## src/hw/rtl/c8core_bcd.sv

```systemverilog
`timescale 1ns / 1ps
// ----------------------------------------------------------------------------
// c8core_bcd
// Splits a byte into hundreds (compare-subtract), tens and ones (reciprocal).
// ----------------------------------------------------------------------------
module c8core_bcd (
    input  logic [7:0] value,
    output logic [3:0] hundreds,
    output logic [3:0] tens,
    output logic [3:0] ones
);

    logic [6:0] rem_h;
    logic [6:0] q10;

    // Hundreds take at most two steps
    always_comb
    begin
        if (value >= 8'd200)
        begin
            hundreds = 4'd2;
            rem_h    = 7'(value - 8'd200);
        end
        else if (value >= 8'd100)
        begin
            hundreds = 4'd1;
            rem_h    = 7'(value - 8'd100);
        end
        else
        begin
            hundreds = 4'd0;
            rem_h    = value[6:0];
        end
        // Divide by ten through a reciprocal (exact for values below 100)
        q10  = 7'((15'(rem_h) * 15'd205) >> 11);
        tens = q10[3:0];
        ones = 4'(rem_h - 7'(q10 * 7'd10));
    end

endmodule

```

## config.mk

```make
export PLATFORM = sky130hd
export DESIGN_NAME = c8core_bcd
export DESIGN_NICKNAME = d
export VERILOG_FILES = /design/src/hw/rtl/c8core_bcd.sv
export SDC_FILE = /design/constraint.sdc
export NUM_CORES = 1
export LEC_CHECK = 0
export ABC_CLOCK_PERIOD_IN_PS = 10100
export BUFFER_PORTS_ARGS = -buffer_cell sky130_fd_sc_hd__buf_2
export CAP_MARGIN = 10
export CORE_MARGIN = 8
export CORE_UTILIZATION = 35
export DETAILED_ROUTE_END_ITERATION = 10
export GPL_ROUTABILITY_DRIVEN = 0
export SLEW_MARGIN = 15
export SYNTH_ARGS = -nofsm -noshare
export SYNTH_HDL_FRONTEND = slang
export SYNTH_SLANG_ARGS = --single-unit
```

## constraint.sdc

```tcl
create_clock -name vclk -period 10.1
set_input_delay 1.01 -clock vclk [all_inputs]
set_output_delay 1.01 -clock vclk [all_outputs]
set_load 0.02 [all_outputs]
```

# ---- Word-level counts from Yosys, hierarchy flattened
# Index checks and enable logic that the tools add are counted.
dict set report op_classes {
  mux 4
  magnitude_cmp 2
  add_sub_neg 3
  multipliers 2
}
# cell n
set ops {}
lappend ops {{$mul 7x8->15 const B} 1}
lappend ops {{$mux 7} 2}
lappend ops {{$sub 7x7->7 const B} 2}
lappend ops {{$ge 8x7->1 const B} 1}
lappend ops {{$ge 8x8->1 const B} 1}
lappend ops {{$mul 4x3->3 const B} 1}
lappend ops {{$mux 4} 1}
lappend ops {{$sub 4x4->4} 1}
lappend ops {{$mux 1} 1}
dict set report word_totals {
  in_bits 8
  elab_cells 11
  register_bits 0
  output_inout_bits 12
}

# ---- Longest topological paths before layout
# Gate-level depths: netlist of the first run.
dict set report logic_depth {
  word_depth 6
  mapped_depth 26
  ltp_nobuf 26
}

# ---- Worst setup path before layout of the first run
# Ideal clock, no wire load.
dict set report synth_path {
  path_kind {in2out}
  startpoint {input port value[2]}
  endpoint {output port ones[3]}
  path_stages 25
  required_ps 9090
  setup_slack_ps 2248
  t_arrival_ps 6842
  path_buffers 0
  path_cell_list {inv_1 ha_1 or3b_4 a21oi_4 a21oi_4 a22oi_1 xnor2_1 ha_1 fa_1 ha_1 inv_1 fa_1 inv_1 ha_1 a211oi_1 nor2_1 nor3_1 o21ai_4 xor2_1 ha_1 inv_1 fa_1 xnor2_1 xnor3_1 xnor2_1}
}
dict set report synth_via {
  elab_chain_cells 6
  word_cells_on_any_way 9
  classes_between {3 x add/sub; 2 x mul; 2 x order compare; 2 x mux}
}
# item line
set synth_lines {}
lappend synth_lines {{start, declared} 7} ;# input logic [7:0] value,
lappend synth_lines {{$sub 7x7->7 / $ge 8x7->1 (equally long branches)} {27, 24}}
lappend synth_lines {{$mux 7} 24} ;# else if (value >= 8'd100)
lappend synth_lines {{$mux 7 *} 19} ;# if (value >= 8'd200)
lappend synth_lines {{$mul 7x8->15 *} 35} ;# q10 = 7'((15'(rem_h) * 15'd205) >> 11);
lappend synth_lines {{named net tens[0]} 9} ;# output logic [3:0] tens,
lappend synth_lines {{$mul 4x3->3 *} 37} ;# ones = 4'(rem_h - 7'(q10 * 7'd10));
lappend synth_lines {{$sub 4x4->4 *} 37}
lappend synth_lines {{end, declared} 10} ;# output logic [3:0] ones
# Mark *: on every way through the listed nets, which the timed path passes. The rest lies on a longest branch.

# ---- Final worst setup path of the first run
dict set report layout_path {
  startpoint {input port value[3]}
  endpoint {output port ones[3]}
}
dict set report layout_via {
  elab_chain_cells 6
  word_cells_on_any_way 9
  classes_between {3 x add/sub; 2 x mul; 2 x order compare; 2 x mux}
}
# item line
set layout_lines {}
lappend layout_lines {{$sub 7x7->7 / $ge 8x7->1 (equally long branches)} {27, 24}}
lappend layout_lines {{$mux 7} 24}
lappend layout_lines {{$mux 7 *} 19}
lappend layout_lines {{$mul 7x8->15} 35}
lappend layout_lines {{$mul 4x3->3} 37}
lappend layout_lines {{$sub 4x4->4 *} 37}
# Every way passes the cells marked *; elsewhere a longest branch is shown, timed or not.

==> impl_metrics.py, run 1 <==
metrics = {
    "finish": {
        "mostFrequentLayoutCell": "ha_1",
        "post-route-util": 0.3914,
        "clock_buffer_count": 0,
        "most-common-layout-cells": "ha_1, inv_1, buf_2, xnor2_1, fa_1",
        "fillers": 374,
        "instances_no_fill": 202,
        "syn_to_final_growth_pct": 9.302,
        "drive_gt1_frac": 0.1883,
        "finalNetCount": 212,
        "register_area_sq_um": 0,
        "seq_cells": 0,
        "final_area_sq_um": 1411,
        "diodes": 0,
    },
    "floorplanning": {
        "rows": 22,
        "start_util": 0.3581,
        "coreArea_sq_um": 3606,
        "dieArea_sq_um": 5889,
        "pin_count": 20,
        "dieWidth_um": 76.74,
        "die_h_um": 76.74,
    },
    "min_path": {
        "hold_start": "value[0]",
        "hold_path_class": "primary input to output pin",
    },
    "route": {
        "antenna_left": 0,
        "remaining_drc_errors": 0,
        "first_iter_violations": 27,
        "vias": 951,
        "drt-pass1-iter-count": 4,
        "drt-wirelength-per-cell_um": 12.06,
        "viasPerCell": 4.708,
        "totalWireLength_um": 2437,
    },
    "placement": {
        "hpwlAfterDp_um": 2279,
        "place_inst": 202,
        "portBuffers": 18,
        "placed_area_sq_um": 1411,
    },
    "run": {
        "max_cap_violations": 0,
    },
    "synthesis": {
        "ys.warnings.count": 0,
        "ys_seq_area_frac": 0,
        "syn-cell-area_sq_um": 1291,
        "synth_cells": 139,
        "avgSynthCellArea_sq_um": 9.289,
        "yosysUniqueCellTypes": 34,
    },
    "timing": {
        "rsz0062_at_grt": "no",
        "finalCritPeriodShare": 0.8012,
        "hold_violations": 0,
        "report.final.slew_viol_count": 0,
        "timing.slew.headroom": 0.6849,
        "fmax_mhz": 123.6,
        "holdWs_ns": 2.318,
        "setup_tns_ns": 0,
        "fin_crit_ns": 8.092,
        "finalSetupViolCount": 0,
        "worst_pin_slew_ns": 0.4595,
    },
    "clocking": {
        "cts_resized": 0,
        "postCtsSetupBuffers": 0,
        "cts_hold_buf": 0,
    },
    "grt": {
        "gr-total-overflow": 0,
        "grtUsageTotal": 0.08392,
        "grt_pass1_wl_um": 4422,
        "grt_max_degree": 10,
        "antenna_found_initial": 0,
        "grt_pass1_vias": 1024,
    },
    "setup_path": {
        "critical_path.max_fanout": 9,
        "startpoint": "value[3]",
        "path_class": "primary input to output pin",
        "crit_required_ns": 9.09,
        "startpoint_type": "primary input",
        "cp-end-kind": "output pin",
        "cp-endpoint": "ones[3]",
        "arrival_ns": 7.08,
    },
    "pwr": {
        "ir_drop_v": 0.0002222,
        "p_per_area_nw_per_um2": 307.3,
        "p_leak_nw": 0.7586,
    },
    "status": {
        "status": "completed",
    },
}
[logic make-up after synthesis]
family,share of synthesized area
simple gates,0.1105
compound gates,0.1347
buf+inv,0.09593
fa+ha+maj,0.5174
other cells,0.002904
mux,0.02713
xor+xnor,0.1114
[layout make-up]
cell class,instances,area [sq um],area share
tap,48,60.06,0.04255
timing repair buffer,18,90.09,0.06383
inverter,24,90.09,0.06383
multi-input combinational,112,1171,0.8298
[Yosys cell counts, types with 2 or more instances]
cell type  instances  area, sq um
ha_1              39        488.0
inv_1             24        90.09
fa_1               9        180.2
xnor2_1            9        78.83
nand2_1            8        30.03
nor2_1             8        30.03
a21oi_1            4        20.02
buf_4              3        22.52
xor2_1             3        26.28
a21oi_4            2        32.53
mux2i_1            2        20.02
nand4_1            2        12.51
nor3_1             2        10.01
o211ai_1           2        15.01
o21a_1             2        15.01
o21ai_0            2        10.01
[report_power, final]
group	internal [mW]	switching [mW]
clock	0	0
combinational	0.185	0.249
sequential	0	0
[how the worst min path moves through the flow]
stage | to | slack [ns] | cells after the start
after floorplan | ones[0] | 2.13 | 1
after global placement | ones[0] | 2.32 | 2
after detailed placement | ones[0] | 2.32 | 2
after CTS | ones[0] | 2.32 | 2
after global routing | ones[0] | 2.33 | 2
final | ones[0] | 2.32 | 2
[worst max-delay path: stages]
cell,delay (ns)
buf_2,0.13
inv_1,0.23
ha_1,0.25
nand2b_2,0.11
a31oi_4,0.24
nand2_1,0.14
nand2_1,0.10
xnor2_1,0.06
mux2i_1,0.37
ha_1,0.32
ha_1,0.33
fa_1,0.54
inv_1,0.06
fa_1,0.51
inv_1,0.04
ha_1,0.30
a31oi_1,0.18
nor2_1,0.06
nor3_1,0.37
o21ai_4,0.15
a21oi_1,0.27
xor2_1,0.13
fa_1,0.44
xnor2_1,0.19
xnor3_1,0.25
xnor2_1,0.13
buf_2,0.18
[stage by stage]
step | worst slack, ns | power [mW]
global route | 1.569 | 0.4821
floorplan | 2.248 | 0.3389
global placement | 2.137 | 0.4322
CTS | 1.928 | 0.4438
finish | 2.008 | 0.4337
detailed placement | 1.939 | 0.4416
[metal layers]
layer | GRT usage | wire length (um) | vias up
li1 | - | - | 497
met1 | 0.1019 | 1163 | 443
met2 | 0.1648 | 1239 | 11
met3 | 0.003497 | 33 | 0
met4 | 0 | 0 | 0
met5 | 0 | 0 | -
Power figures use the tool's default switching activity.
==> inputs of run 2 (changes only) <==
--- a/config.mk
+++ b/config.mk
@@ -5,7 +5,7 @@
 export SDC_FILE = /design/constraint.sdc
 export NUM_CORES = 1
 export LEC_CHECK = 0
-export ABC_CLOCK_PERIOD_IN_PS = 10100
+export ABC_CLOCK_PERIOD_IN_PS = 7290
 export BUFFER_PORTS_ARGS = -buffer_cell sky130_fd_sc_hd__buf_2
 export CAP_MARGIN = 10
 export CORE_MARGIN = 8
==> constraint.sdc (replaced) <==
create_clock -name vclk -period 7.29
set_input_delay 0.729 -clock vclk [all_inputs]
set_output_delay 0.729 -clock vclk [all_outputs]
set_load 0.02 [all_outputs]
==> run 2 against run 1 <==
  * Global-route usage rose by 0.32 points
  * Combinational power up 50%
  * Die area did not move
  * Non-clock buffer count up 10
  * Worst setup slack worse by 1.7 ns
  * Flip-flop and latch count is the same
  * Critical endpoint unchanged
  * Sequential share of layout area did not move
==> impl_metrics.py, run 2 (synthesis gave the netlist of run 1 again) <==
metrics = {
    "grt": {
        "gr-total-overflow": 0,
        "grt_pass1_wl_um": 4560,
        "grtUsageTotal": 0.08711,
        "antenna_found_initial": 0,
        "grt_pass1_vias": 1098,
        "grt_max_degree": 8,
    },
    "finish": {
        "mostFrequentLayoutCell": "ha_1",
        "register_area_sq_um": 0,
        "finalNetCount": 222,
        "most-common-layout-cells": "ha_1, inv_1, buf_2, buf_4, fa_1",
        "drive_gt1_frac": 0.2744,
        "diodes": 0,
        "clock_buffer_count": 0,
        "seq_cells": 0,
        "fillers": 376,
        "instances_no_fill": 212,
        "final_area_sq_um": 1520,
        "multi_input_area_sq_um": 1202,
        "syn_to_final_growth_pct": 17.73,
    },
    "pwr": {
        "switching_share": 0.5516,
        "p_per_area_nw_per_um2": 428.4,
        "seqPwrFrac": 0,
        "ir_drop_v": 0.0002058,
        "p_sw_mw": 0.3592,
        "p_leak_nw": 0.8167,
        "power.internal_mw": 0.2920,
        "fin_total_pwr_mw": 0.6513,
        "pwr-share-comb": 1.000,
        "pwr-share-clk": 0,
    },
    "route": {
        "totalWireLength_um": 2587,
        "vias": 994,
        "antenna_left": 0,
        "drt-pass1-iter-count": 4,
        "viasPerCell": 4.689,
        "first_iter_violations": 27,
        "drt-wirelength-per-cell_um": 12.20,
        "remaining_drc_errors": 0,
    },
    "min_path": {
        "hold_path_class": "primary input to output pin",
    },
    "setup_path": {
        "cp-end-kind": "output pin",
        "arrival_ns": 6.23,
        "crit_path_frequent_cell": "ha_1",
        "max_stage_delay_ns": 0.49,
        "cpMaxStageDelayCell": "fa_1",
        "crit_required_ns": 6.56,
        "path_class": "primary input to output pin",
        "startpoint_type": "primary input",
        "critical_path.max_fanout": 5,
    },
    "timing": {
        "finalCritPeriodShare": 0.9546,
        "fmax_mhz": 143.7,
        "holdWs_ns": 1.762,
        "hold_violations": 0,
        "report.final.slew_viol_count": 0,
        "setup_tns_ns": 0,
        "finalSetupViolCount": 0,
        "fin_crit_ns": 6.959,
    },
    "status": {
        "status": "completed",
    },
    "floorplanning": {
        "coreArea_sq_um": 3606,
        "dieArea_sq_um": 5889,
        "die_h_um": 76.74,
        "start_util": 0.3581,
        "rows": 22,
        "pin_count": 20,
        "dieWidth_um": 76.74,
    },
    "placement": {
        "hpwlAfterDp_um": 2321,
        "place_inst": 205,
        "portBuffers": 18,
        "placed_area_sq_um": 1441,
    },
    "clocking": {
        "cts_hold_buf": 0,
    },
    "run": {
        "max_cap_violations": 0,
    },
}
-- run 2: cell types whose count changed in the layout (fill, tap and decap cells not counted), sizes merged --
cell and change:
buf +10
-- run 2: what timing repair did --
action | in CTS | in global routing
buffers inserted | 0 | 7
setup endpoints to repair | 0 | 1
resized for setup | 0 | 6
-- run 2: final cells by class --
class | instances | share of cell area
tap | 48 | 0.03951
inverter | 24 | 0.05926
timing repair buffer | 28 | 0.1103
multi-input combinational | 112 | 0.7909
-- run 2: worst paths after layout --
check,startpoint,cells past startpoint,slack (ns),to
setup / recovery,value[2],27,0.33,ones[3]
hold / removal,value[0],2,1.76,ones[0]
-- run 2: metal layers --
metal  global-route usage  vias to the layer above  wire [um]
met3             0.004662                        0         49
met5                    0                        -          0
met4                    0                        0          0
li1                     -                      516          -
met2               0.1708                       14       1369
met1               0.1055                      464       1168
-- run 2: power by group through the flow --
stage,registers (mW),clock network (mW),logic [mW]
after floorplan,0,0,0.477
after global placement,0,0,0.615
after detailed placement,0,0,0.630
after CTS,0,0,0.634
after global routing,0,0,0.736
final,0,0,0.651
-- run 2: critical path, delay by kind of cell --
kind | cells | cell delay [ns]
buffers and inverters | 6 | 0.53
adder cells (fa/ha/maj) | 8 | 2.48
AND/OR/NAND/NOR | 4 | 0.75
XOR/XNOR | 5 | 0.96
AO/OA/AOI/OAI | 4 | 0.76
-- run 2: through the flow --
stage / utilization / setup slack, ns
after CTS: 0.3997 / 0.03212
after global routing: 0.4216 / -0.003815
final: 0.4216 / 0.3311
after global placement: 0.3997 / 0.1503
after detailed placement: 0.3997 / 0.04998
after floorplan: - / 0.1413
==> inputs of run 3 (changes only) <==
--- a/config.mk
+++ b/config.mk
@@ -8,7 +8,6 @@
 export ABC_CLOCK_PERIOD_IN_PS = 7290
 export BUFFER_PORTS_ARGS = -buffer_cell sky130_fd_sc_hd__buf_2
 export CAP_MARGIN = 10
-export CORE_MARGIN = 8
 export CORE_UTILIZATION = 35
 export DETAILED_ROUTE_END_ITERATION = 10
 export GPL_ROUTABILITY_DRIVEN = 0
==> constraint.sdc (replaced) <==
create_clock -name vclk -period 7.29
set_input_delay 1.458 -clock vclk [all_inputs]
set_output_delay 1.458 -clock vclk [all_outputs]
set_load 0.02 [all_outputs]
==> run 3 against run 2 <==
  * The run now ends with negative setup slack left
  * Non-clock buffer count is 35 higher
  * Flip-flop and latch count stayed put
  * Critical endpoint unchanged
  * Global-route usage is 6.7 points higher
  * Hold slack better by 1.5 ns
  * First-iteration DRC count is 44% lower
  * Critical path depth stayed put
  * Fmax is 17% lower
  * Combinational power is 60% higher
  * Sequential share of layout area stayed put
  * Final area is 38% higher
  * Cell count is 16% higher
  * Die area is 33% lower
==> impl_metrics.py, run 3 (synthesis gave the netlist of run 1 again) <==
metrics = {
    "finish": {
        "post-route-util": 0.6096,
        "diodes": 0,
        "finalNetCount": 257,
        "clock_buffer_count": 0,
        "syn_to_final_growth_pct": 62.50,
        "mostFrequentLayoutCell": "buf_4",
        "fillers": 302,
        "seq_cells": 0,
        "register_area_sq_um": 0,
        "drive_gt1_frac": 0.5377,
        "most-common-layout-cells": "buf_4, ha_1, inv_1, buf_6",
    },
    "timing": {
        "setup_ws_ns": -1.046,
        "finalCritPeriodShare": 1.144,
        "fmax_mhz": 120.0,
        "finalSetupViolCount": 6,
        "setup_tns_ns": -2.534,
        "fin_crit_ns": 8.336,
        "rsz0062_at_grt": "yes",
        "hold_violations": 0,
        "report.final.slew_viol_count": 0,
    },
    "status": {
        "status": "finished with violations",
        "violations": "negative setup slack",
    },
    "setup_path": {
        "startpoint_type": "primary input",
        "cp-end-kind": "output pin",
        "arrival_ns": 6.88,
        "crit_required_ns": 5.83,
        "critical_path.max_fanout": 4,
        "path_class": "primary input to output pin",
    },
    "grt": {
        "grtUsageTotal": 0.1541,
        "use_met1": 0.1709,
        "use_met2": 0.3302,
        "grt_pass1_wl_um": 5064,
        "gr-total-overflow": 0,
        "top_usage_layer": "met2",
        "grt_max_degree": 8,
        "antenna_found_initial": 0,
        "use_met3": 0.001825,
        "grt_pass1_vias": 1244,
    },
    "pwr": {
        "fin_total_pwr_mw": 1.035,
        "pwr-share-clk": 0,
        "pwr-share-comb": 1.000,
        "p_per_area_nw_per_um2": 493.5,
        "seqPwrFrac": 0,
        "switching_share": 0.4708,
        "p_leak_nw": 1.032,
        "p_sw_mw": 0.4875,
        "ir_drop_v": 0.0002124,
        "power.internal_mw": 0.5480,
    },
    "route": {
        "first_iter_violations": 15,
        "remaining_drc_errors": 0,
        "drt-pass1-iter-count": 4,
        "antenna_left": 0,
        "totalWireLength_um": 3257,
        "viasPerCell": 4.845,
        "vias": 1187,
        "drt-wirelength-per-cell_um": 13.29,
    },
    "floorplanning": {
        "die_h_um": 62.74,
        "start_util": 0.3751,
        "pin_count": 20,
        "dieArea_sq_um": 3936,
        "rows": 21,
        "dieWidth_um": 62.74,
        "coreArea_sq_um": 3442,
    },
    "min_path": {
        "hold_path_class": "primary input to output pin",
    },
    "placement": {
        "portBuffers": 18,
        "hpwlAfterDp_um": 2578,
    },
    "run": {
        "max_cap_violations": 0,
    },
}
==> run 3: changes by cell type in the layout (fill, tap and decap cells not counted), moves of 3 or more <==
cell / delta
buf_2: -7
buf_4: +27
buf_6: +14
ha_1: -10
ha_4: +10
inv_1: -8
inv_2: +5
xnor2_1: -3
==> run 3: layout make-up <==
| cell class | instances | area, sq um | area share |
|---|---|---|---|
| multi-input combinational | 112 | 1419 | 0.6762 |
| inverter | 24 | 108.9 | 0.05188 |
| timing repair buffer | 63 | 513.0 | 0.2445 |
| tap | 46 | 57.56 | 0.02743 |
==> run 3: per-stage QoR <==
| stage | setup WS (ns) | hold slack, ns | cell area [sq um] | cells |
|---|---|---|---|---|
| after CTS | -1.015 | 3.287 | 1872 | 235 |
| final | -1.046 | 3.283 | 2098 | 245 |
| after global routing | -1.243 | 3.303 | 2098 | 245 |
| after floorplan | -0.8668 | 3.029 | 1430 | 140 |
| after global placement | -0.9800 | 3.294 | 1799 | 234 |
| after detailed placement | -1.153 | 3.286 | 1799 | 234 |
==> run 3: what timing repair did <==
action | 4_1_cts | 5_1_grt
gates resized for setup | 11 | 34
setup buffers | 1 | 10
setup endpoints to repair | 6 | 7
pin swaps | 9 | 23
hold buffers | 0 | 0
==> run 3: layer usage <==
metal,up-vias,share of wire
met5,-,0
met4,0,0.0052
met3,2,0.0095
met2,22,0.58
met1,573,0.41
li1,590,-
==> run 3: worst max-delay path, stage by stage <==
cell     delay [ns]
buf_12         0.11
inv_12         0.04
ha_4           0.10
or3b_4         0.39
a21oi_4        0.22
buf_6          0.14
mux2i_4        0.26
buf_6          0.16
ha_4           0.21
fa_1           0.45
ha_1           0.31
inv_2          0.04
fa_1           0.52
inv_2          0.05
ha_4           0.24
nand4_1        0.12
nor2_2         0.15
nand2_2        0.10
o21ai_4        0.27
xor2_4         0.20
ha_4           0.16
inv_2          0.04
fa_2           0.36
xnor2_2        0.17
xnor3_1        0.28
xnor2_2        0.15
buf_4          0.16
==> run 3: power by group through the flow <==
stage | Combinational (mW) | Clock (mW) | Sequential (mW)
after detailed placement | 0.771 | 0 | 0
after global placement | 0.749 | 0 | 0
final | 1.04 | 0 | 0
after CTS | 0.840 | 0 | 0
after floorplan | 0.571 | 0 | 0
after global routing | 1.11 | 0 | 0
==> run 3: worst paths after layout <==
check | start | to | slack, ns | cells past startpoint
hold / removal | value[0] | ones[0] | 3.28 | 3
setup / recovery | value[2] | ones[3] | -1.05 | 27
